File: config.mk
export PLATFORM = sky130hd
export DESIGN_NAME = tps_fifo
export DESIGN_NICKNAME = d
export VERILOG_FILES = /design/src/hw/rtl/assert_macros.svh /design/src/hw/rtl/tps_pkg.sv /design/src/hw/rtl/tps_fifo.sv
export SDC_FILE = /design/constraint.sdc
export NUM_CORES = 1
export LEC_CHECK = 0
export BUFFER_PORTS_ARGS = -buffer_cell sky130_fd_sc_hd__buf_2
export CAP_MARGIN = 40
export CORE_UTILIZATION = 30
export CTS_CLUSTER_DIAMETER = 50
export DETAILED_ROUTE_END_ITERATION = 8
export HOLD_SLACK_MARGIN = 0.03
export PLACE_DENSITY = 0.6
export SYNTH_ARGS = -nofsm -noshare
export SYNTH_HDL_FRONTEND = slang
export SYNTH_SLANG_ARGS = --single-unit
File: constraint.sdc
create_clock -name clk_i -period 2.15 [get_ports clk_i]
set_input_delay 0.5375 -clock clk_i [delete_from_list [all_inputs] [get_ports clk_i]]
set_output_delay 0.5375 -clock clk_i [all_outputs]
set_load 0.01 [all_outputs]
File: src/hw/rtl/assert_macros.svh
// Concurrent assertion helpers for the RTL.
`ifndef ASSERT_MACROS_SVH
`define ASSERT_MACROS_SVH
`ifndef NO_ASSERTIONS
`define ASSERT_RST(label, clk, rst_n, prop) \
  label: assert property (@(posedge clk) disable iff (!(rst_n)) (prop)) \
    else $error("assertion failed");
`define ASSERT_ALWAYS(label, clk, prop) \
  label: assert property (@(posedge clk) (prop)) else $error("assertion failed");
`else
`define ASSERT_RST(label, clk, rst_n, prop)
`define ASSERT_ALWAYS(label, clk, prop)
`endif
`endif

File: src/hw/rtl/tps_pkg.sv
package tps_pkg;

  localparam int unsigned PIX_W   = 8;
  localparam int unsigned COORD_W = 10;
  localparam int unsigned DIM_W   = 11;
  localparam int unsigned QDEPTH  = 4;

  typedef struct packed {
    logic [COORD_W-1:0] col;
    logic [COORD_W-1:0] row;
    logic [PIX_W-1:0]   val;
  } entry_t;

  localparam int unsigned ENTRY_W = $bits(entry_t);

  typedef struct packed {
    logic   clr;
    logic   ins;
    logic   fetch;
    entry_t peak;
  } cmd_t;

  typedef struct packed {
    logic               valid;
    logic [COORD_W-1:0] x;
    logic [COORD_W-1:0] y;
    logic [PIX_W-1:0]   val;
    logic               last;
  } result_t;

  typedef enum logic [2:0] {
    BK_IDLE,
    BK_FETCH,
    BK_INS_RD,
    BK_INS_CMP,
    BK_INS_WR
  } back_state_e;

  typedef enum logic {
    CFG_WIDTH  = 1'b0,
    CFG_HEIGHT = 1'b1
  } cfg_index_e;

  typedef enum logic {
    ACT_PIXEL = 1'b0,
    ACT_FETCH = 1'b1
  } action_e;

endpackage

File: src/hw/rtl/tps_fifo.sv
module tps_fifo (
  input  logic          clk_i,
  input  logic          rst_ni,
  input  logic          push_i,
  input  tps_pkg::cmd_t data_i,
  output logic          ready_o,
  output logic          valid_o,
  output tps_pkg::cmd_t data_o,
  input  logic          pop_i
);

  localparam int unsigned AW = $clog2(tps_pkg::QDEPTH);

  tps_pkg::cmd_t mem_q [tps_pkg::QDEPTH];
  logic [AW-1:0] wptr_q, wptr_d, rptr_q, rptr_d;
  logic [AW:0]   count_q, count_d;
  logic          do_push, do_pop;

  assign ready_o = count_q != (AW+1)'(tps_pkg::QDEPTH);
  assign valid_o = count_q != '0;
  assign data_o  = mem_q[rptr_q];
  assign do_push = push_i && ready_o;
  assign do_pop  = pop_i && valid_o;

  always_comb begin
    wptr_d  = do_push ? wptr_q + AW'(1) : wptr_q;
    rptr_d  = do_pop ? rptr_q + AW'(1) : rptr_q;
    count_d = count_q + (AW+1)'(do_push) - (AW+1)'(do_pop);
  end

  always_ff @(posedge clk_i or negedge rst_ni) begin
    if (!rst_ni) begin
      wptr_q  <= '0;
      rptr_q  <= '0;
      count_q <= '0;
    end else begin
      wptr_q  <= wptr_d;
      rptr_q  <= rptr_d;
      count_q <= count_d;
    end
  end

  always_ff @(posedge clk_i) begin
    if (do_push) begin
      mem_q[wptr_q] <= data_i;
    end
  end

endmodule

==> Word level (Yosys, flattened, before mapping) <==
Memories as Yosys holds them, arrays and structs flattened.
Cells that the tools add are included.
Widths: inputs -> output; s select.
{ "classes": {"add_sub_neg": 4, "multipliers": 0, "n_div": 0, "order_cmp": 0, "eq_ne": 1, "shift": 0, "n_mux": 2, "n_bitwise": 0, "n_reduce_logical": 3} }
{ "op_table": {"columns": ["op", "n"], "rows": [
  ["$add 2x1->2 const B", 2],
  ["$add 3x1->3", 1],
  ["$ne 3x3->1 const B", 1],
  ["$reduce_bool 3->1", 1],
  ["$sub 3x1->3", 1],
  ["$logic_and 1x1->1", 2],
  ["$mux 1", 2]
]} }
{ "word_totals": {"ff_bits": 7, "latchBits": 0, "ram_bits": 124, "mem_bits_ro": 0, "input_bits": 35, "output_inout_bits": 33, "memories": 1} }
{ "mem_list": {"columns": ["memory", "depth", "word_bits", "rd", "rd_clocked_by_memory_dff", "write_ports", "line", "text"], "rows": [
  ["mem_q", 4, 31, 1, 0, 1, "tps_fifo.sv:14", "tps_pkg::cmd_t mem_q [tps_pkg::QDEPTH];"]
]} }

==> Longest topological paths before layout <==
Gate-level depths: netlist (run 1).
{ "logic_depth": {"depth_word": 4, "ltp_mapped": 9} }

==> Worst setup path after synthesis (run 1) <==
OpenSTA, ideal clock, no wires.
{ "synth_timing": {"path_type": "register -> register", "start": "register count_q[1]", "end": "register count_q[2]", "setup_ns": 0.129, "arrival_time_ns": 1.970, "required_ns": 2.021, "slack_ns": 0.051, "path_stages_with_launch": 10, "path_buffers": 0, "cell_sequence": "dfrtp_1 nor3b_2 nand2b_1 ha_1 inv_1 ha_1 inv_1 fa_1 xnor2_1 xnor2_1"} }
{ "synth_between": {"elab_chain_cells": 4, "elab_cells_between_ends": 6, "cone_classes": "add/sub (2); eq/ne (1); reduce/logical (3)"} }
{ "synth_rtl": {"columns": ["item", "line", "text"], "rows": [
  ["from (decl)", "tps_fifo.sv:16", "logic [AW:0] count_q, count_d;"],
  ["from (signal assigned)", "tps_fifo.sv:39", "count_q <= count_d;"],
  ["$ne 3x3->1", "tps_fifo.sv:19", "assign ready_o = count_q != (AW+1)'(tps_pkg::QDEPTH);"],
  ["$logic_and 1x1->1", "tps_fifo.sv:22", "assign do_push = push_i && ready_o;"],
  ["$add 3x1->3", "tps_fifo.sv:28", "count_d = count_q + (AW+1)'(do_push) - (AW+1)'(do_pop);"],
  ["$sub 3x1->3 *", "tps_fifo.sv:28", null],
  ["net count_d[2]", "tps_fifo.sv:16", null]
]} }
The timed path passes the listed nets; every way through them passes the cells marked *.
A chain may end at the register's enable or synchronous reset.

==> results of run 1 <==
## final cells by class
class,count,area share
multi-input cells,59,0.1516
repair buffers,88,0.1155
diodes,1,0.0003877
clock buffers,21,0.06823
well taps,216,0.04187
inverters,6,0.003489
clock inverters,8,0.01376
flip-flops and latches,131,0.6052
## what timing repair did
| item | in CTS | in global routing |
|---|---|---|
| gates resized for setup | 16 | 13 |
| endpoints found under the hold margin | 7 | 0 |
| hold buffers | 1 | 0 |
| setup buffers | 3 | 5 |
| endpoints found under the setup margin | 31 | 32 |
## power breakdown
group | switching [mW] | internal [mW] | total, mW
registers | 0.220 | 3.39 | 3.61
clock network | 0.936 | 1.67 | 2.60
logic | 1.38 | 1.76 | 3.15
total | 2.54 | 6.82 | 9.36
## Yosys cell counts
cell type    n
and3b_1      4
fa_1         1
or3_1        1
nand2_1      1
buf_6        1
o211ai_1     2
nand4bb_1    2
buf_2        3
buf_12       3
xnor2_1      3
o31a_1       1
xor2_1       1
o311ai_0     1
ha_1         6
nor3b_2      1
nand2b_1     4
dfrtp_1      7
mux4_1       3
inv_1        6
mux4_2      28
edfxtp_1   124
## state kept, by name, summed over array words and instances (netlist names)
signal   count
mem_q      124
count_q      3
rptr_q       2
wptr_q       2
## per-layer routing
metal  wire length (um)  vias up  GRT usage
met4                100        0    0.04260
met1               3793     1212     0.1416
li1                   -     1050          -
met3                615       10    0.06107
met2               4522       60     0.1821
met5                  0        -          0
## worst max-delay path: cells and delay by family, from the launching register on
family,cells,cell delay (ns)
buf+inv,2,0.32
mux,1,0.53
flops,1,0.52
## kinds of logic after synthesis
group                      Yosys count  share of synthesized area
buffers and inverters               13                    0.02184
AOI/OAI and AO/OA                    4                   0.006526
DFF                                131                     0.7821
adders and majority gates            7                    0.01908
and+or+nand+nor                     13                    0.02108
xor gates and xnor gates             4                   0.007029
muxes                               31                     0.1423
## final timing paths
path | depth (start not counted) | end | slack, ns
hold reg to reg | 2 | wptr_q[1] | 0.63
setup / recovery | 3 | data_o[14] | -0.17
max in group asynchronous | 2 | rptr_q[0] | 1.47
min in group asynchronous | 2 | count_q[0] | 0.49
hold / removal | 1 | mem_q[2][29] | 0.34
setup reg to reg | 8 | count_q[2] | 0.06
## through the flow
| step | area [um^2] | utilization |
|---|---|---|
| floorplan | 4985 | - |
| global placement | 5702 | 0.3551 |
| detailed placement | 5702 | 0.3551 |
| CTS | 6352 | 0.3956 |
| global route | 6452 | 0.4018 |
| finish | 6455 | 0.4020 |
==> impl_metrics.py, run 1 <==
metrics = {
    "run_status": {
        "status": "finished with violations",
        "failed_checks": "negative setup slack",
    },
    "synthesis": {
        "yosysTopAreaCell": "edfxtp_1",
        "syn_area_per_cell_um2": 24.56,
        "yosysSeqAreaShare": 0.7821,
        "syn-num-nets": 245,
        "ys_types": 21,
        "synth.cell_area_um2": 4985,
        "ys.warnings.count": 0,
        "synth_top_cell_area_share": 0.7470,
        "syn_inst": 203,
        "ys_seq_elements": 131,
        "synth_area_leaders": "edfxtp_1 (75%), mux4_2 (13%), dfrtp_1 (3.5%)",
    },
    "grt": {
        "grt_pass1_vias": 2501,
        "grt_pass1_wl_um": 14010,
        "grt_overflow_total": 0,
        "grt_max_degree": 32,
        "gr-usage-all-layers": 0.1182,
        "antenna_found_initial": 1,
    },
    "clock_tree": {
        "root_buffer": "clkbuf_16",
        "cts_tree": "done",
        "worstSkewPairLatency_ns": 0.41,
        "htreeDepth": 4,
        "clock_sinks": 131,
        "cts_made_buffers": 17,
        "clk_pin_slew_worst_paths_ns": 0.05,
        "cts.path.max_buffers": 2,
    },
    "placed_design": {
        "routabilityCongestion": 0.6118,
        "dpl.cell_count": 491,
        "pre_cts_ws_ns": 0.07024,
        "place_hpwl_um": 5650,
        "io_buffers": 67,
    },
    "sta": {
        "finalHoldViolCount": 0,
        "worstMarginPinSlew_ns": 0.4866,
        "period_needed_ns": 2.317,
        "period_share": 1.078,
        "clock.fmax_mhz": 431.5,
        "maxSlewViolCount": 0,
        "worst_slack_ns": -0.1673,
        "hold_ws_ns": 0.3440,
        "setup_viol": 31,
        "clock_skew_ns": 0.005418,
        "slew_headroom": 0.6715,
        "rsz0062_at_grt": "true",
        "fin_setup_tns_ns": -4.166,
    },
    "worst_setup_path": {
        "crit_chain": "buf_12 > mux4_2 > buf_6",
        "worst_ep_arrival_time_ns": 1.78,
        "crit_required_ns": 1.61,
        "cp_max_fo": 10,
        "worstSetupStartpoint": "rptr_q[0]",
        "slowest_stage": "mux4_2",
        "r2r_start": "count_q[1]",
        "cpPeakStageDelay_ns": 0.53,
        "cp-start-kind": "register",
        "end_kind": "output port",
        "crit_type": "reg2out",
    },
    "route": {
        "drtAntennaViolNets": 0,
        "first_pass_iters": 4,
        "drc": 0,
        "drt-vias-per-instance": 4.400,
        "num_vias": 2332,
        "drtIter0Drc": 163,
        "wl_um": 9033,
        "wl_per_cell_um": 17.04,
    },
    "finish": {
        "synthToLayoutAreaGrowth_pct": 29.49,
        "fill_cells": 1416,
        "nets": 345,
        "drive_gt1_frac": 0.4856,
        "regArea_um2": 3906,
        "multi_input_area_um2": 978.4,
        "final_cell_mix": "edfxtp_1 (124), buf_2 (45), mux4_2 (31)",
        "layout_commonest_cell": "edfxtp_1",
        "finalNonFillerCells": 530,
    },
    "floorplanning": {
        "ios": 68,
        "die_area_um2": 17130,
        "start_util": 0.3104,
        "die_h_um": 130.9,
        "die_w_um": 130.9,
        "rows": 46,
        "coreArea_um2": 16060,
    },
    "power": {
        "p_leak_nw": 2.265,
        "p_per_area_nw_per_um2": 1450,
        "finalPower_mw": 9.361,
        "ir_drop_uv": 670.3,
    },
    "min_path": {
        "min_from": "data_i[29]",
        "hold_class": "in2reg",
    },
    "job": {
        "drv_cap": 0,
    },
}
Note: power is estimated with default switching activity, not from simulation.
==> run 2: changes to the inputs <==
--- a/config.mk
+++ b/config.mk
@@ -5,6 +5,7 @@
 export SDC_FILE = /design/constraint.sdc
 export NUM_CORES = 1
 export LEC_CHECK = 0
+export ABC_AREA = 1
 export BUFFER_PORTS_ARGS = -buffer_cell sky130_fd_sc_hd__buf_2
 export CAP_MARGIN = 40
 export CORE_UTILIZATION = 30
==> run 2 against run 1 <==
Effect of this change: the run still ends with negative setup slack left; synthesized cell count is 120% higher; via count is 44% higher; sequential power is 1% lower; setup slack better by 0.10 ns; largest power group is now combinational logic.
==> impl_metrics.py, run 2 <==
metrics = {
    "run_status": {
        "status": "finished with violations",
        "failed_checks": "negative setup slack",
    },
    "finish": {
        "fill_cells": 1602,
        "largest_reg_flops": 124,
        "regMostFlops": "mem_q",
        "drive_gt1_frac": 0.2875,
        "regArea_um2": 3902,
        "final_cell_mix": "edfxtp_1 (124), nand2_1 (109), buf_2 (62)",
        "reg_top3": "mem_q (124), count_q (3)",
        "layout_commonest_cell": "edfxtp_1",
        "nets": 587,
        "antenna_cells": 0,
        "synthToLayoutAreaGrowth_pct": 31.43,
        "multi_input_area_um2": 1305,
        "fin_area_um2": 6958,
    },
    "grt": {
        "grtUsageMet2": 0.2211,
        "gr-usage-all-layers": 0.1269,
        "grt_pass1_wl_um": 16840,
        "met1_usage": 0.1411,
        "grt_overflow_total": 0,
        "met3_usage": 0.04317,
        "grt_busiest_layer": "met2",
        "antenna_found_initial": 0,
        "grt_max_degree": 46,
        "grt_pass1_vias": 3344,
    },
    "sta": {
        "maxSlewViolCount": 0,
        "hold_ws_ns": 0.3381,
        "worst_slack_ns": -0.06260,
        "period_needed_ns": 2.213,
        "period_share": 1.029,
        "clock.fmax_mhz": 452.0,
        "finalHoldViolCount": 0,
        "slew_headroom": 0.7750,
        "rsz0062_at_grt": "true",
        "worstMarginPinSlew_ns": 0.3375,
        "clock_skew_ns": 0.006221,
        "setup_viol": 25,
    },
    "min_path": {
        "hold_class": "in2reg",
        "min_path_cells": 1,
    },
    "synthesis": {
        "synth_top_cell_area_share": 0.7034,
        "syn_area_per_cell_um2": 11.76,
        "synth_edf_count": 124,
        "synth_area_leaders": "edfxtp_1 (70%), nand2_1 (7.9%), nor2_1 (4.8%)",
        "synthTopCellsByCount": "edfxtp_1 (124), nand2_1 (112), nor2_1 (67)",
        "synth_mux_area_frac": 0,
        "synth_flop_cell": "edfxtp_1",
        "ys_types": 17,
        "synth-xor-area-share": 0,
        "yosys.area_share.adder": 0.01796,
        "synth_top_family_by_area": "simple AND/OR/NAND/NOR gates",
        "yosys.area_share.simple": 0.1316,
        "yosysSeqAreaShare": 0.7365,
        "ys_seq_elements": 131,
        "synthArstFlopShare": 0.05344,
        "syn_inst": 450,
        "ys.warnings.count": 0,
        "synth-compound-area-share": 0.05861,
        "synth_most_common_cell": "edfxtp_1",
        "synth.cell_area_um2": 5294,
        "yosysTopAreaCell": "edfxtp_1",
        "syn-num-nets": 492,
    },
    "placed_design": {
        "place_hpwl_um": 6524,
        "place_area_um2": 6003,
        "routabilityCongestion": 0.7399,
        "io_buffers": 67,
    },
    "route": {
        "first_pass_iters": 5,
        "drc": 0,
        "wl_per_cell_um": 15.08,
        "drtIter0Drc": 178,
        "drtAntennaViolNets": 0,
        "drt-vias-per-instance": 4.310,
        "wl_um": 11730,
        "num_vias": 3353,
    },
    "floorplanning": {
        "die_h_um": 134.8,
        "die_w_um": 134.8,
        "coreArea_um2": 17240,
        "start_util": 0.3071,
        "die_area_um2": 18180,
        "ios": 68,
        "rows": 48,
    },
    "worst_setup_path": {
        "crit_path_end": "data_o[1]",
        "r2r_setup_slack_ns": 0.17,
        "r2r-end": "count_q[2]",
        "r2r_start": "count_q[1]",
        "worst_ep_arrival_time_ns": 1.68,
        "cp_max_fo": 8,
        "slowest_stage": "dfrtp_4",
        "crit_chain": "buf_12 > clkbuf_16 > nor2_4 > nor2_1 > o21ai_0 > nand2_1 > buf_2",
        "crit_type": "reg2out",
        "r2r.worst_path.cells": 11,
        "crit_required_ns": 1.61,
        "cpPeakStageDelay_ns": 0.50,
        "cp-start-kind": "register",
        "worstSetupStartpoint": "rptr_q[0]",
        "end_kind": "output port",
    },
    "clock_tree": {
        "cts_tree": "done",
        "htreeDepth": 4,
        "cts.path.max_buffers": 2,
        "clock_sinks": 131,
        "cts_made_buffers": 17,
        "worstSkewPairLatency_ns": 0.41,
        "clk_pin_slew_worst_paths_ns": 0.05,
        "root_buffer": "clkbuf_16",
    },
    "power": {
        "p_leak_nw": 2.803,
        "p_comb_frac": 0.401,
        "p_seq_frac": 0.353,
        "p_int_mw": 6.596,
        "ir_drop_uv": 693.8,
        "swShare": 0.3470,
        "p_switching_mw": 3.504,
        "p_per_area_nw_per_um2": 1452,
        "clkPwrFrac": 0.246,
        "finalPower_mw": 10.10,
    },
    "job": {
        "drv_cap": 0,
    },
}
run 2: timing repair:
item | 4_1_cts | 5_1_grt
setup buffers | 2 | 3
endpoints found under the hold margin | 7 | 0
hold buffers | 1 | 0
setup endpoints to repair | 31 | 32
gates cloned | 0 | 7
pin swaps | 0 | 36
resized for setup | 11 | 85
run 2: worst min path at each step:
stage / start / to / slack, ns
after floorplan: rst_ni / count_q[0] / 0.24
after global placement: rst_ni / count_q[0] / 0.38
after detailed placement: rst_ni / rptr_q[0] / 0.39
after CTS: data_i[21] / mem_q[3][21] / 0.32
after global routing: data_i[21] / mem_q[3][21] / 0.32
final: data_i[27] / mem_q[3][27] / 0.34
run 2: worst max-delay path, delay by kind of cell (launching register included):
kind	cells	cell delay, ns
flip-flops	1	0.50
buffers and inverters	3	0.47
AND/OR/NAND/NOR	3	0.22
AO/OA/AOI/OAI	1	0.07
run 2: stage by stage:
stage / worst slack, ns / utilization / TNS (ns) / instances
global route: -0.1371 / 0.4037 / -3.342 / 778
finish: -0.06260 / 0.4037 / -0.7251 / 778
CTS: -0.02162 / 0.3802 / -0.07087 / 768
detailed placement: 0.1283 / 0.3483 / 0 / 738
floorplan: -0.3775 / - / -46.81 / 450
global placement: 0.2288 / 0.3483 / 0 / 738
run 2: kinds of logic after synthesis:
| group | Yosys count |
|---|---|
| fa+ha+maj | 7 |
| simple gates | 184 |
| buf+inv | 66 |
| compound gates | 62 |
| flops | 131 |
run 2: layout make-up:
cell class / count / share of cell area
tap: 225 / 0.04046
inverter: 47 / 0.02536
clock buffer: 18 / 0.06168
clock inverter: 9 / 0.01007
sequential: 131 / 0.5609
timing repair buffer: 95 / 0.1140
multi-input combinational: 253 / 0.1876
run 2: per-layer routing:
metal  part of all wire  vias to the layer above  wire length [um]
met3              0.044                       20               521
met1               0.44                     1581              5141
met5                  0                        -                 0
met2               0.50                       65              5878
met4              0.016                        0               188
li1                   -                     1687                 -
run 2: power by group through the flow:
| stage | clock (mW) | combinational [mW] | sequential, mW |
|---|---|---|---|
| floorplan | 0 | 1.98 | 3.56 |
| global placement | 0 | 3.06 | 3.61 |
| detailed placement | 0 | 3.14 | 3.63 |
| CTS | 2.54 | 3.28 | 3.55 |
| global route | 2.64 | 4.51 | 3.60 |
| finish | 2.49 | 4.05 | 3.56 |
