===== src/hw/rtl/assert_macros.svh =====
// Concurrent assertion helpers for the RTL.
`ifndef ASSERT_MACROS_SVH
`define ASSERT_MACROS_SVH
`ifndef NO_ASSERTIONS
`define ASSERT_RST(label, clk, rst_n, prop) \
  label: assert property (@(posedge clk) disable iff (!(rst_n)) (prop)) \
    else $error("assertion failed");
`define ASSERT_ALWAYS(label, clk, prop) \
  label: assert property (@(posedge clk) (prop)) else $error("assertion failed");
`else
`define ASSERT_RST(label, clk, rst_n, prop)
`define ASSERT_ALWAYS(label, clk, prop)
`endif
`endif


===== src/hw/rtl/tps_pkg.sv =====
package tps_pkg;

  localparam int unsigned PIX_W   = 8;
  localparam int unsigned COORD_W = 10;
  localparam int unsigned DIM_W   = 11;
  localparam int unsigned QDEPTH  = 4;

  typedef struct packed {
    logic [COORD_W-1:0] col;
    logic [COORD_W-1:0] row;
    logic [PIX_W-1:0]   val;
  } entry_t;

  localparam int unsigned ENTRY_W = $bits(entry_t);

  typedef struct packed {
    logic   clr;
    logic   ins;
    logic   fetch;
    entry_t peak;
  } cmd_t;

  typedef struct packed {
    logic               valid;
    logic [COORD_W-1:0] x;
    logic [COORD_W-1:0] y;
    logic [PIX_W-1:0]   val;
    logic               last;
  } result_t;

  typedef enum logic [2:0] {
    BK_IDLE,
    BK_FETCH,
    BK_INS_RD,
    BK_INS_CMP,
    BK_INS_WR
  } back_state_e;

  typedef enum logic {
    CFG_WIDTH  = 1'b0,
    CFG_HEIGHT = 1'b1
  } cfg_index_e;

  typedef enum logic {
    ACT_PIXEL = 1'b0,
    ACT_FETCH = 1'b1
  } action_e;

endpackage


===== src/hw/rtl/tps_front.sv =====
module tps_front #(
  parameter int unsigned TILE       = 50,
  parameter int unsigned MAX_WIDTH  = 1024,
  parameter int unsigned MAX_HEIGHT = 1024
) (
  input  logic                       clk_i,
  input  logic                       rst_ni,
  input  logic                       valid_i,
  output logic                       ready_o,
  input  logic                       action_i,
  input  logic [tps_pkg::PIX_W-1:0]  pixel_i,
  input  logic                       frame_start_i,
  input  logic [tps_pkg::DIM_W-1:0]  width_i,
  input  logic [tps_pkg::DIM_W-1:0]  height_i,
  output logic                       cmd_valid_o,
  output tps_pkg::cmd_t              cmd_o,
  input  logic                       cmd_ready_i
);

  localparam int unsigned CW = $clog2(MAX_WIDTH);
  localparam int unsigned RW = $clog2(MAX_HEIGHT);
  localparam int unsigned MW = $clog2(TILE);
  localparam int unsigned TA = (MAX_WIDTH + TILE - 1) / TILE;
  localparam int unsigned TW = (TA > 1) ? $clog2(TA) : 1;
  localparam int unsigned DW = tps_pkg::DIM_W;

  logic [CW-1:0] col_q, col_d, col_e;
  logic [RW-1:0] row_q, row_d, row_e;
  logic [MW-1:0] tcol_q, tcol_d, tcol_e;
  logic [MW-1:0] rmod_q, rmod_d, rmod_e;
  logic [TW-1:0] tidx_q, tidx_d, tidx_e;
  logic          done_q, done_d;

  logic [tps_pkg::PIX_W-1:0]   best_val_q [TA];
  logic [tps_pkg::PIX_W-1:0]   best_val_d [TA];
  logic [tps_pkg::COORD_W-1:0] best_col_q [TA];
  logic [tps_pkg::COORD_W-1:0] best_row_q [TA];

  logic [DW-1:0]             wc, hc;
  logic                      take, start, active, row_end, last_row, tile_end, upd;
  logic [tps_pkg::PIX_W-1:0] bv;
  tps_pkg::entry_t           peak;

  assign ready_o = cmd_ready_i;
  assign take    = valid_i && ready_o && (action_i == tps_pkg::ACT_PIXEL);
  assign start   = take && frame_start_i;

  always_comb begin
    wc = (width_i == '0) ? DW'(1) : ((width_i > DW'(MAX_WIDTH)) ? DW'(MAX_WIDTH) : width_i);
    hc = (height_i == '0) ? DW'(1) :
         ((height_i > DW'(MAX_HEIGHT)) ? DW'(MAX_HEIGHT) : height_i);
  end

  always_comb begin
    col_e    = start ? '0 : col_q;
    row_e    = start ? '0 : row_q;
    tcol_e   = start ? '0 : tcol_q;
    rmod_e   = start ? '0 : rmod_q;
    tidx_e   = start ? '0 : tidx_q;
    active   = take && (start || !done_q);
    row_end  = DW'(col_e) >= wc - DW'(1);
    last_row = DW'(row_e) >= hc - DW'(1);
    tile_end = (tcol_e == MW'(TILE - 1) || row_end) && (rmod_e == MW'(TILE - 1) || last_row);
    bv       = start ? '0 : best_val_q[tidx_e];
    upd      = pixel_i > bv;
    peak.val = upd ? pixel_i : bv;
    peak.col = upd ? tps_pkg::COORD_W'(col_e) : best_col_q[tidx_e];
    peak.row = upd ? tps_pkg::COORD_W'(row_e) : best_row_q[tidx_e];
  end

  always_comb begin
    col_d  = col_e;
    row_d  = row_e;
    tcol_d = tcol_e;
    rmod_d = rmod_e;
    tidx_d = tidx_e;
    done_d = start ? 1'b0 : done_q;
    if (!active) begin
      col_d  = col_q;
      row_d  = row_q;
      tcol_d = tcol_q;
      rmod_d = rmod_q;
      tidx_d = tidx_q;
    end else if (row_end) begin
      col_d  = '0;
      tcol_d = '0;
      tidx_d = '0;
      if (last_row) begin
        done_d = 1'b1;
      end else begin
        row_d  = row_e + RW'(1);
        rmod_d = (rmod_e == MW'(TILE - 1)) ? '0 : rmod_e + MW'(1);
      end
    end else begin
      col_d = col_e + CW'(1);
      if (tcol_e == MW'(TILE - 1)) begin
        tcol_d = '0;
        tidx_d = tidx_e + TW'(1);
      end else begin
        tcol_d = tcol_e + MW'(1);
      end
    end
  end

  always_comb begin
    best_val_d = best_val_q;
    if (start) begin
      for (int i = 0; i < TA; i++) begin
        best_val_d[i] = '0;
      end
    end
    if (active) begin
      if (tile_end) begin
        best_val_d[tidx_e] = '0;
      end else if (upd) begin
        best_val_d[tidx_e] = pixel_i;
      end
    end
  end

  always_ff @(posedge clk_i or negedge rst_ni) begin
    if (!rst_ni) begin
      col_q  <= '0;
      row_q  <= '0;
      tcol_q <= '0;
      rmod_q <= '0;
      tidx_q <= '0;
      done_q <= 1'b1;
      for (int i = 0; i < TA; i++) begin
        best_val_q[i] <= '0;
      end
    end else begin
      col_q      <= col_d;
      row_q      <= row_d;
      tcol_q     <= tcol_d;
      rmod_q     <= rmod_d;
      tidx_q     <= tidx_d;
      done_q     <= done_d;
      best_val_q <= best_val_d;
    end
  end

  always_ff @(posedge clk_i) begin
    if (active && upd) begin
      best_col_q[tidx_e] <= tps_pkg::COORD_W'(col_e);
      best_row_q[tidx_e] <= tps_pkg::COORD_W'(row_e);
    end
  end

  always_comb begin
    cmd_o.clr   = start;
    cmd_o.ins   = active && tile_end && (peak.val != '0);
    cmd_o.fetch = valid_i && (action_i == tps_pkg::ACT_FETCH);
    cmd_o.peak  = peak;
    cmd_valid_o = valid_i && ready_o && (cmd_o.clr || cmd_o.ins || cmd_o.fetch);
  end

endmodule


===== config.mk =====
export PLATFORM = sky130hd
export DESIGN_NAME = tps_front
export DESIGN_NICKNAME = d
export VERILOG_FILES = /design/src/hw/rtl/assert_macros.svh /design/src/hw/rtl/tps_pkg.sv /design/src/hw/rtl/tps_front.sv
export SDC_FILE = /design/constraint.sdc
export NUM_CORES = 1
export LEC_CHECK = 0
export BUFFER_PORTS_ARGS = -buffer_cell sky130_fd_sc_hd__buf_2
export CAP_MARGIN = 20
export CELL_PAD_IN_SITES_DETAIL_PLACEMENT = 1
export CELL_PAD_IN_SITES_GLOBAL_PLACEMENT = 1
export CORE_MARGIN = 4
export CORE_UTILIZATION = 45
export CTS_BUF_LIST = sky130_fd_sc_hd__clkbuf_8
export CTS_CLUSTER_SIZE = 16
export DETAILED_ROUTE_END_ITERATION = 6
export HOLD_SLACK_MARGIN = 0.1
export PLACE_DENSITY_LB_ADDON = 0.1
export SKIP_LAST_GASP = 1
export SLEW_MARGIN = 15
export SYNTH_ARGS = -nofsm -noshare
export SYNTH_HDL_FRONTEND = slang
export SYNTH_SLANG_ARGS = --single-unit
export TNS_END_PERCENT = 100

===== constraint.sdc =====
create_clock -name clk_i -period 6.5 [get_ports clk_i]
set_input_delay 0.975 -clock clk_i [delete_from_list [all_inputs] [get_ports clk_i]]
set_output_delay 0.975 -clock clk_i [all_outputs]
set_load 0.005 [all_outputs]

# Word level (Yosys, flattened, before mapping)
# Memories as Yosys holds them, arrays and structs flattened.
# Index checks and enable logic that the tools add are counted.
totals:
  mem_bits_rw: 420
  wordCells: 108
  regBits: 206
  n_memories: 2
  inputBits: 36
  out_inout_bits: 33
mem_list:
  columns: ["name", "words", "width", "read_ports", "rd_ports_with_merged_regs", "write_ports", "line_no", "rtl"]
  rows:
  - ["best_col_q", 21, 10, 1, 0, 1, "tps_front.sv:36", "logic [tps_pkg::COORD_W-1:0] best_col_q [TA];"]
  - ["best_row_q", 21, 10, 1, 0, 1, "tps_front.sv:37", "logic [tps_pkg::COORD_W-1:0] best_row_q [TA];"]
classes:
  n_bitwise: 4
  magnitude_cmp: 7
  add_sub_neg: 7
  n_mux: 39
  reduce_logical: 20
  eq_ne: 2
op_table:
  columns: ["operator", "count"]
  rows:
  - ["168-bit 2-to-1 mux", 4]
  - ["168-bit bitwise AND", 1]
  - ["168-bit bitwise mux", 1]
  - ["168-bit inverter", 1]
  - ["10-bit 2-to-1 mux", 7]
  - ["11-bit 2-to-1 mux", 4]
  - ["6-bit 2-to-1 mux", 7]
  - ["8-bit binary-select mux with 5-bit select", 1]
  - ["8-bit demux with 5-bit select", 1]
  - ["8-bit 2-to-1 mux", 5]
  - ["10-bit by 11-bit greater-or-equal comparator with 1-bit output", 2]
  - ["11-bit > comparator, second input constant", 2]
  - ["11-bit zero test", 2]
  - ["11-bit by 1-bit subtractor with 11-bit output, second input constant", 2]
  - ["10-bit by 1-bit adder with 10-bit output, second input constant", 2]
  - ["5-bit 2-to-1 mux", 3]
  - ["6-bit by 1-bit adder with 6-bit output, second input constant", 2]
  - ["6-bit equality test, second input constant", 2]
  - ["1-bit logical AND", 11]
  - ["8-bit > comparator", 1]
  - ["8-bit nonzero test", 1]
  - ["6-bit greater-or-equal comparator, second input constant", 1]
  - ["6-bit by 1-bit less-than comparator with 1-bit output, second input constant", 1]
  - ["1-bit 2-to-1 mux", 6]
  - ["5 further kinds", 9]

# Longest topological paths before layout
# Gate-level depths: netlist (run 1).
depth:
  word_depth: 16
  depth_mapped: 21
  mapped_depth_nobuf: 18

# Worst setup path before layout (run 1)
# No wires, ideal clock.
synth_timing:
  kind: "input -> output"
  startpoint: "input port height_i[2] (netlist name)"
  endpoint: "output port cmd_valid_o"
  t_arrival_ns: 4.449
  n_path_buf: 1
  t_required_ns: 5.525
  path_slack_ns: 1.076
  stages: 18
  path_cell_list: "or4_4 -> nor4_4 -> and2b_1 -> nor2b_1 -> o21ai_0 -> ha_1 -> clkbuf_1 -> o21ai_0 -> a21oi_1 -> ha_1 -> a21o_1 -> a21oi_1 -> o21ai_0 -> a221oi_1 -> nor3_1 -> o21ai_4 -> a211oi_1 -> o21bai_1"
synth_lines:
  columns: ["element", "line_no", "rtl"]
  rows:
  - ["start: declaration", "tps_front.sv:14", "input logic [tps_pkg::DIM_W-1:0] height_i,"]
  - ["end: declaration", "tps_front.sv:15", "output logic cmd_valid_o,"]

# Worst setup path in the final report (run 1)
layout_timing:
  startpoint: "register tidx_q[0]"
  endpoint: "output port cmd_valid_o"
layout_via:
  elab_chain_cells: 13
layout_rtl:
  columns: ["element", "line_no", "rtl"]
  rows:
  - ["start: declaration", "tps_front.sv:31", "logic [TW-1:0] tidx_q, tidx_d, tidx_e;"]
  - ["start signal: assignment", "tps_front.sv:137", "tidx_q <= tidx_d;"]
  - ["5-bit 2-to-1 mux *", "tps_front.sv:59", "tidx_e = start ? '0 : tidx_q;"]
  - ["5-bit inverter with 6-bit output (implied by the code) *", "tps_front.sv:64", "bv = start ? '0 : best_val_q[tidx_e];"]
  - ["8-bit binary-select mux with 5-bit select *", "tps_front.sv:64", null]
  - ["8-bit 2-to-1 mux (implied by the code) * (2 in a row)", "tps_front.sv:64", null]
  - ["8-bit 2-to-1 mux *", "tps_front.sv:64", null]
  - ["8-bit > comparator", "tps_front.sv:65", "upd = pixel_i > bv;"]
  - ["8-bit 2-to-1 mux *", "tps_front.sv:66", "peak.val = upd ? pixel_i : bv;"]
  - ["8-bit nonzero test *", "tps_front.sv:152", "cmd_o.ins = active && tile_end && (peak.val != '0);"]
  - ["1-bit logical AND *", "tps_front.sv:152", null]
  - ["1-bit logical OR * (2 in a row)", "tps_front.sv:155", "cmd_valid_o = valid_i && ready_o && (cmd_o.clr || cmd_o.ins || cmd_o.fetch);"]
  - ["1-bit logical AND *", "tps_front.sv:155", null]
# Every way passes the cells marked *; elsewhere a longest branch is shown, timed or not. The select of a mux whose other input is x is not followed.

==> results of run 1 <==
worst paths after layout:
kind | start | endpoint | slack [ps]
worst min register to register | rmod_q[5] | rmod_q[5] | 490
max in group asynchronous | rst_ni | tidx_q[0] | 4760
worst min-delay path | rst_ni | best_val_q[147] | 330
worst max-delay path | tidx_q[0] | cmd_valid_o | 220
worst max register to register | tidx_q[0] | best_col_q[13][0] | 1720
min in group clk_i | rmod_q[5] | rmod_q[5] | 490
registers in the layout (all words and copies together), names as in the netlist:
| register | cells |
|---|---|
| row_q | 10 |
| tidx_q | 5 |
| col_q | 10 |
| tcol_q | 6 |
| best_val_q | 168 |
| done_q | 1 |
| best_col_q | 210 |
| rmod_q | 6 |
| best_row_q | 210 |
report_power, final:
group          total, W  internal [W]  switching, W  leakage, nW
Sequential      0.00438       0.00434     0.0000425         6.34
Clock           0.00365       0.00197       0.00168         1.24
Combinational   0.00130      0.000366      0.000933         4.19
Total           0.00933       0.00667       0.00266         11.8
per-layer routing:
layer,track usage,vias to the layer above,routed length [um]
met4,0.08454,2,2487
met1,0.3723,10910,39550
met5,0.0007310,-,13
met3,0.05288,158,6268
met2,0.4371,700,43690
li1,-,9289,-
stage by stage:
step                      std cells  setup WS [ps]  hold WS, ps  area [um^2]    util
after floorplan                2387           1076        444.8        28630       -
after global placement         3210          344.0        464.7        30080  0.4777
after detailed placement       3210          184.3        477.7        30080  0.4777
after CTS                      3401          25.76        312.2        32290  0.5129
after global routing           3403          12.81        354.6        32330  0.5135
final                          3404          217.1        327.8        32330  0.5135
cells in the final DEF (no fill, tap or decap), types with 17 or more instances in the layout:
master and instances:
a211oi_1 71, a21oi_1 72, a22o_1 97, a311oi_1 69, a31oi_1 62, and2_1 42
and3_1 22, buf_2 67, buf_4 88, clkbuf_8 133, dfrtp_1 203, edfxtp_1 420
ha_1 40, inv_1 48, mux2i_1 60, nand2_1 321, nand3_1 68, nor2_1 84
nor2b_1 69, nor3_1 28, o211ai_1 69, o21ai_0 130, o221ai_1 20, o22ai_1 20
o31ai_1 17, xnor2_1 17
area by class of cell:
class                           count  share of cell area
Multi-Input combinational cell   1546              0.3099
Clock inverter                     59             0.01203
Tap cell                          846             0.03274
Inverter                           29            0.003405
Clock buffer                      132             0.05619
Sequential cell                   626              0.5497
Antenna cell                        2           0.0001548
Timing Repair Buffer              164             0.03591
cells by family after synthesis:
kind of cell | count (synthesis) | share of synthesized area
DFF | 626 | 0.6207
adders and majority gates | 40 | 0.01748
muxes | 79 | 0.02963
and+or+nand+nor | 700 | 0.1146
AOI/OAI and AO/OA | 709 | 0.1798
buffers and inverters | 215 | 0.03230
xor gates and xnor gates | 18 | 0.005507
timing repair:
item	CTS	global route
gates resized for setup	2	5
hold buffers	0	0
buffers inserted	0	1
endpoints found under the setup margin	2	2
==> impl_metrics.py, run 1 <==
metrics = {
    "run_status": {
        "status": "finished clean",
    },
    "finish": {
        "drive_gt1_frac": 0.1545,
        "multi_input_area_mm2": 0.01002,
        "fill_cells": 6558,
        "area_growth_syn_to_layout_pct": 12.96,
        "final_nets": 2546,
        "register_area_mm2": 0.01777,
    },
    "synth": {
        "ys.flop_type": "edfxtp_1",
        "synth_common_cells": "420 x edfxtp_1, 324 x nand2_1, 205 x dfrtp_1",
        "ys_ff_latch": 626,
        "synth.distinct_cells": 76,
        "yosysWarnings": 0,
        "yosysSeqAreaShare": 0.6207,
        "async_flop_share": 0.3291,
        "synth_top_area_share": 0.4406,
        "synth_enable_flop_cells": 420,
        "yosys.area.top_type": "edfxtp_1",
        "synth_area_leaders": "edfxtp_1 44%, dfrtp_1 18%, nand2_1 4.2%",
        "netlist_instances": 2387,
        "synth_most_common_cell": "edfxtp_1",
        "avgSynthCellArea_um2": 11.99,
        "syn-num-nets": 2463,
        "syn_area_mm2": 0.02863,
    },
    "sta": {
        "setup_tns_ps": 0,
        "finalSetupViolations": 0,
        "fmax_mhz": 159.2,
        "slew_viol_final": 0,
        "fin_skew_ps": 42.05,
        "fin_crit_sh": 0.9666,
        "hold_viol_final": 0,
        "relSlewSlack": 0.2933,
        "rsz0062_at_grt": "false",
        "worstMarginPinSlew_ps": 1060,
        "fin_crit_ps": 6283,
    },
    "global_routing": {
        "grt_max_degree": 154,
        "grtUsageTotal": 0.2707,
        "antenna_found_initial": 3,
        "grt_remaining_overflow": 0,
        "grt_pass1_vias": 21900,
        "grt_pass1_wl_um": 138800,
    },
    "floorplanning": {
        "ios": 69,
        "die_x_um": 260.2,
        "die_h_um": 260.2,
        "fp.dieArea_mm2": 0.06771,
        "num_rows": 92,
        "initial_core_util": 0.4546,
        "core_mm2": 0.06297,
    },
    "setup_path": {
        "r2r.worst_path.cells": 14,
        "crit_slowest_cell": "dfrtp_4",
        "arrival_ps": 5310,
        "path_class": "reg -> out",
        "worst-path-max-fanout": 54,
        "startpoint_type": "register",
        "cp_top_family": "compound AO/OA/AOI/OAI gates",
        "cp.depth": 18,
        "endpoint_kind": "output port",
        "required_ps": 5520,
        "path_cells": "buf_12 -> mux2_2 -> o22ai_1 -> o22ai_1 -> o41ai_2 -> buf_4 -> ha_1 -> nand3_1 -> nor3_1 -> a21oi_1 -> and2_1 -> buf_4 -> nand2_1 -> o21ai_0 -> nor4_1 -> a211oi_2 -> o21bai_1 -> buf_2",
        "critPathMaxStageDelay_ps": 610,
        "crit_buf_inv": 4,
    },
    "drt": {
        "final_antenna_net_count": 0,
        "vias_per_cell": 6.186,
        "detail_route.wl_per_cell_um": 27.03,
        "dr.first_iter.drc_count": 1907,
        "first_pass_iters": 5,
        "routed_wl_um": 92010,
        "vias": 21060,
        "drc": 0,
    },
    "clock_tree": {
        "htreeDepth": 3,
        "cts_root_buf": "clkbuf_8",
        "clkTransAtPathRegs_ps": 60,
        "clkLatencyLatePin_ps": 740,
        "cts_tree": "yes",
        "numCtsBuffers": 103,
        "numClockSinks": 626,
        "clk_path_buf_depth": 3,
    },
    "place": {
        "gp_congestion": 0.9376,
        "numPortBuffers": 68,
        "dp_hpwl_um": 55760,
    },
    "pwr": {
        "peakVddDrop_mv": 0.1544,
        "finalPower_w": 0.009330,
        "p_leak_nw": 11.78,
        "cellPowerDensity_mw_per_mm2": 288.5,
    },
    "hold_path": {
        "min_path_type": "in -> async",
    },
    "job": {
        "maxCapViolations": 0,
    },
}
Note: power is estimated with default switching activity, not from simulation.
==> run 2: changes to the inputs <==
==> constraint.sdc (replaced) <==
create_clock -name clk_i -period 7.7 [get_ports clk_i]
set_input_delay 1.155 -clock clk_i [delete_from_list [all_inputs] [get_ports clk_i]]
set_output_delay 1.155 -clock clk_i [all_outputs]
set_load 0.005 [all_outputs]
==> run 2 against run 1 <==
  * Highest routed layer unchanged
  * Largest power group unchanged
  * Cell area fell by 1.0%
  * Critical endpoint unchanged
  * Sequential power decreased by 16%
  * Clock power down 19%
  * Wire length is 0.45% lower
==> impl_metrics.py, run 2 (synthesized netlist as in run 1, its figures left out) <==
metrics = {
    "clock_tree": {
        "cts_root_buf": "clkbuf_8",
        "clkLatencyLatePin_ps": 730,
        "post-cts-setup-buffers": 0,
        "numCtsBuffers": 102,
        "cts.hold.buffers_added": 0,
        "clk_path_buf_depth": 3,
        "numClockSinks": 626,
        "cts_tree": "yes",
        "cts_resized": 0,
        "clkTransAtPathRegs_ps": 70,
        "htreeDepth": 3,
    },
    "run_status": {
        "status": "finished clean",
    },
    "pwr": {
        "peakVddDrop_mv": 0.1908,
        "p_leak_nw": 11.66,
        "cellPowerDensity_mw_per_mm2": 240.6,
    },
    "sta": {
        "fin_crit_ps": 7164,
        "setup_tns_ps": 0,
        "worstMarginPinSlew_ps": 980.8,
        "relSlewSlack": 0.3437,
        "fmax_mhz": 139.6,
        "hold_viol_final": 0,
        "finalSetupViolations": 0,
        "slew_viol_final": 0,
        "fin_crit_sh": 0.9304,
        "rsz0062_at_grt": "false",
        "fin_skew_ps": 44.50,
    },
    "drt": {
        "first_pass_iters": 5,
        "final_antenna_net_count": 0,
        "detail_route.wl_per_cell_um": 27.08,
        "routed_wl_um": 91590,
        "vias": 20860,
        "dr.first_iter.drc_count": 1646,
        "drc": 0,
        "vias_per_cell": 6.168,
    },
    "floorplanning": {
        "num_rows": 92,
        "die_h_um": 260.2,
        "core_mm2": 0.06297,
        "initial_core_util": 0.4546,
        "die_x_um": 260.2,
        "fp.dieArea_mm2": 0.06771,
        "ios": 69,
    },
    "setup_path": {
        "worst-path-max-fanout": 31,
        "required_ps": 6550,
        "startpoint_type": "register",
        "crit_buf_inv": 2,
        "path_cells": "buf_4 -> nor2b_1 -> nand2_1 -> o21ai_0 -> o22ai_1 -> o41ai_1 -> ha_1 -> nand3_1 -> nor3_1 -> a21oi_1 -> and2_1 -> nand2_1 -> o21ai_0 -> nor4_1 -> a211oi_1 -> o21bai_1 -> buf_2",
        "critPathMaxStageDelay_ps": 690,
        "arrival_ps": 6010,
        "crit_slowest_cell": "o41ai_1",
        "endpoint_kind": "output port",
        "path_class": "reg -> out",
        "cp_top_family": "compound AO/OA/AOI/OAI gates",
    },
    "global_routing": {
        "grt_pass1_vias": 21620,
        "grt_max_degree": 153,
        "grt_remaining_overflow": 0,
        "grt_pass1_wl_um": 137700,
        "antenna_found_initial": 4,
        "grtUsageTotal": 0.2686,
    },
    "place": {
        "placed_area_mm2": 0.02991,
        "numPortBuffers": 68,
        "dp_hpwl_um": 55330,
        "gp_congestion": 0.9286,
    },
    "finish": {
        "largestRegisters": "best_col_q (210), best_row_q (210), best_val_q (168)",
        "area_growth_syn_to_layout_pct": 11.79,
        "final_core_util": 0.5082,
        "layout_commonest_cell": "edfxtp_1",
        "drive_gt1_frac": 0.1400,
        "mostFrequentLayoutCells": "420 x edfxtp_1, 321 x nand2_1, 203 x dfrtp_1",
        "final_nets": 2528,
        "final_area_mm2": 0.03200,
    },
    "hold_path": {
        "min_path_type": "in -> async",
    },
    "job": {
        "maxCapViolations": 0,
    },
}
-- run 2: metal layers --
layer  up-vias  GRT usage  part of all wire
li1       9247          -                 -
met1     10850     0.3679              0.44
met5         -          0           0.00025
met3       131    0.05044             0.060
met2       624     0.4397              0.48
met4         4    0.07872             0.023
-- run 2: cell type report --
cell class,count,area (um^2)
fillers,6533,30960
flip-flops and latches,626,17770
multi-input cells,1546,9987
clock buffers,115,1583
well taps,846,1059
repair buffers,147,1011
clock inverters,72,476.7
inverters,29,110.1
diodes,1,2.502
-- run 2: final timing paths --
kind / from / endpoint / slack [ps] / cells after the start
setup / recovery: tidx_q[1] / cmd_valid_o / 540 / 17
hold reg to reg: best_val_q[55] / best_val_q[55] / 490 / 1
max in group asynchronous: rst_ni / best_val_q[18] / 5930 / 2
min in group clk_i: best_val_q[55] / best_val_q[55] / 490 / 1
setup reg to reg: tidx_q[1] / best_col_q[20][8] / 2180 / 14
hold / removal: rst_ni / best_val_q[156] / 390 / 1
-- run 2: per-stage QoR --
stage / total power [W] / std cells / setup slack (ps) / hold slack [ps]
after floorplan: 0.004338 / 2387 / 1916 / 444.8
after global placement: 0.004785 / 3191 / 919.9 / 463.1
after detailed placement: 0.004815 / 3193 / 707.5 / 477.1
after CTS: 0.007759 / 3380 / 508.7 / 370.0
after global routing: 0.008022 / 3382 / 91.70 / 412.8
final: 0.007700 / 3382 / 536.0 / 391.7
-- run 2: power breakdown --
part | switching, W | internal, W | total (W)
Combinational | 0.000778 | 0.000283 | 0.00106
Sequential | 0.0000361 | 0.00366 | 0.00370
Clock | 0.00137 | 0.00157 | 0.00294
Total | 0.00218 | 0.00552 | 0.00770
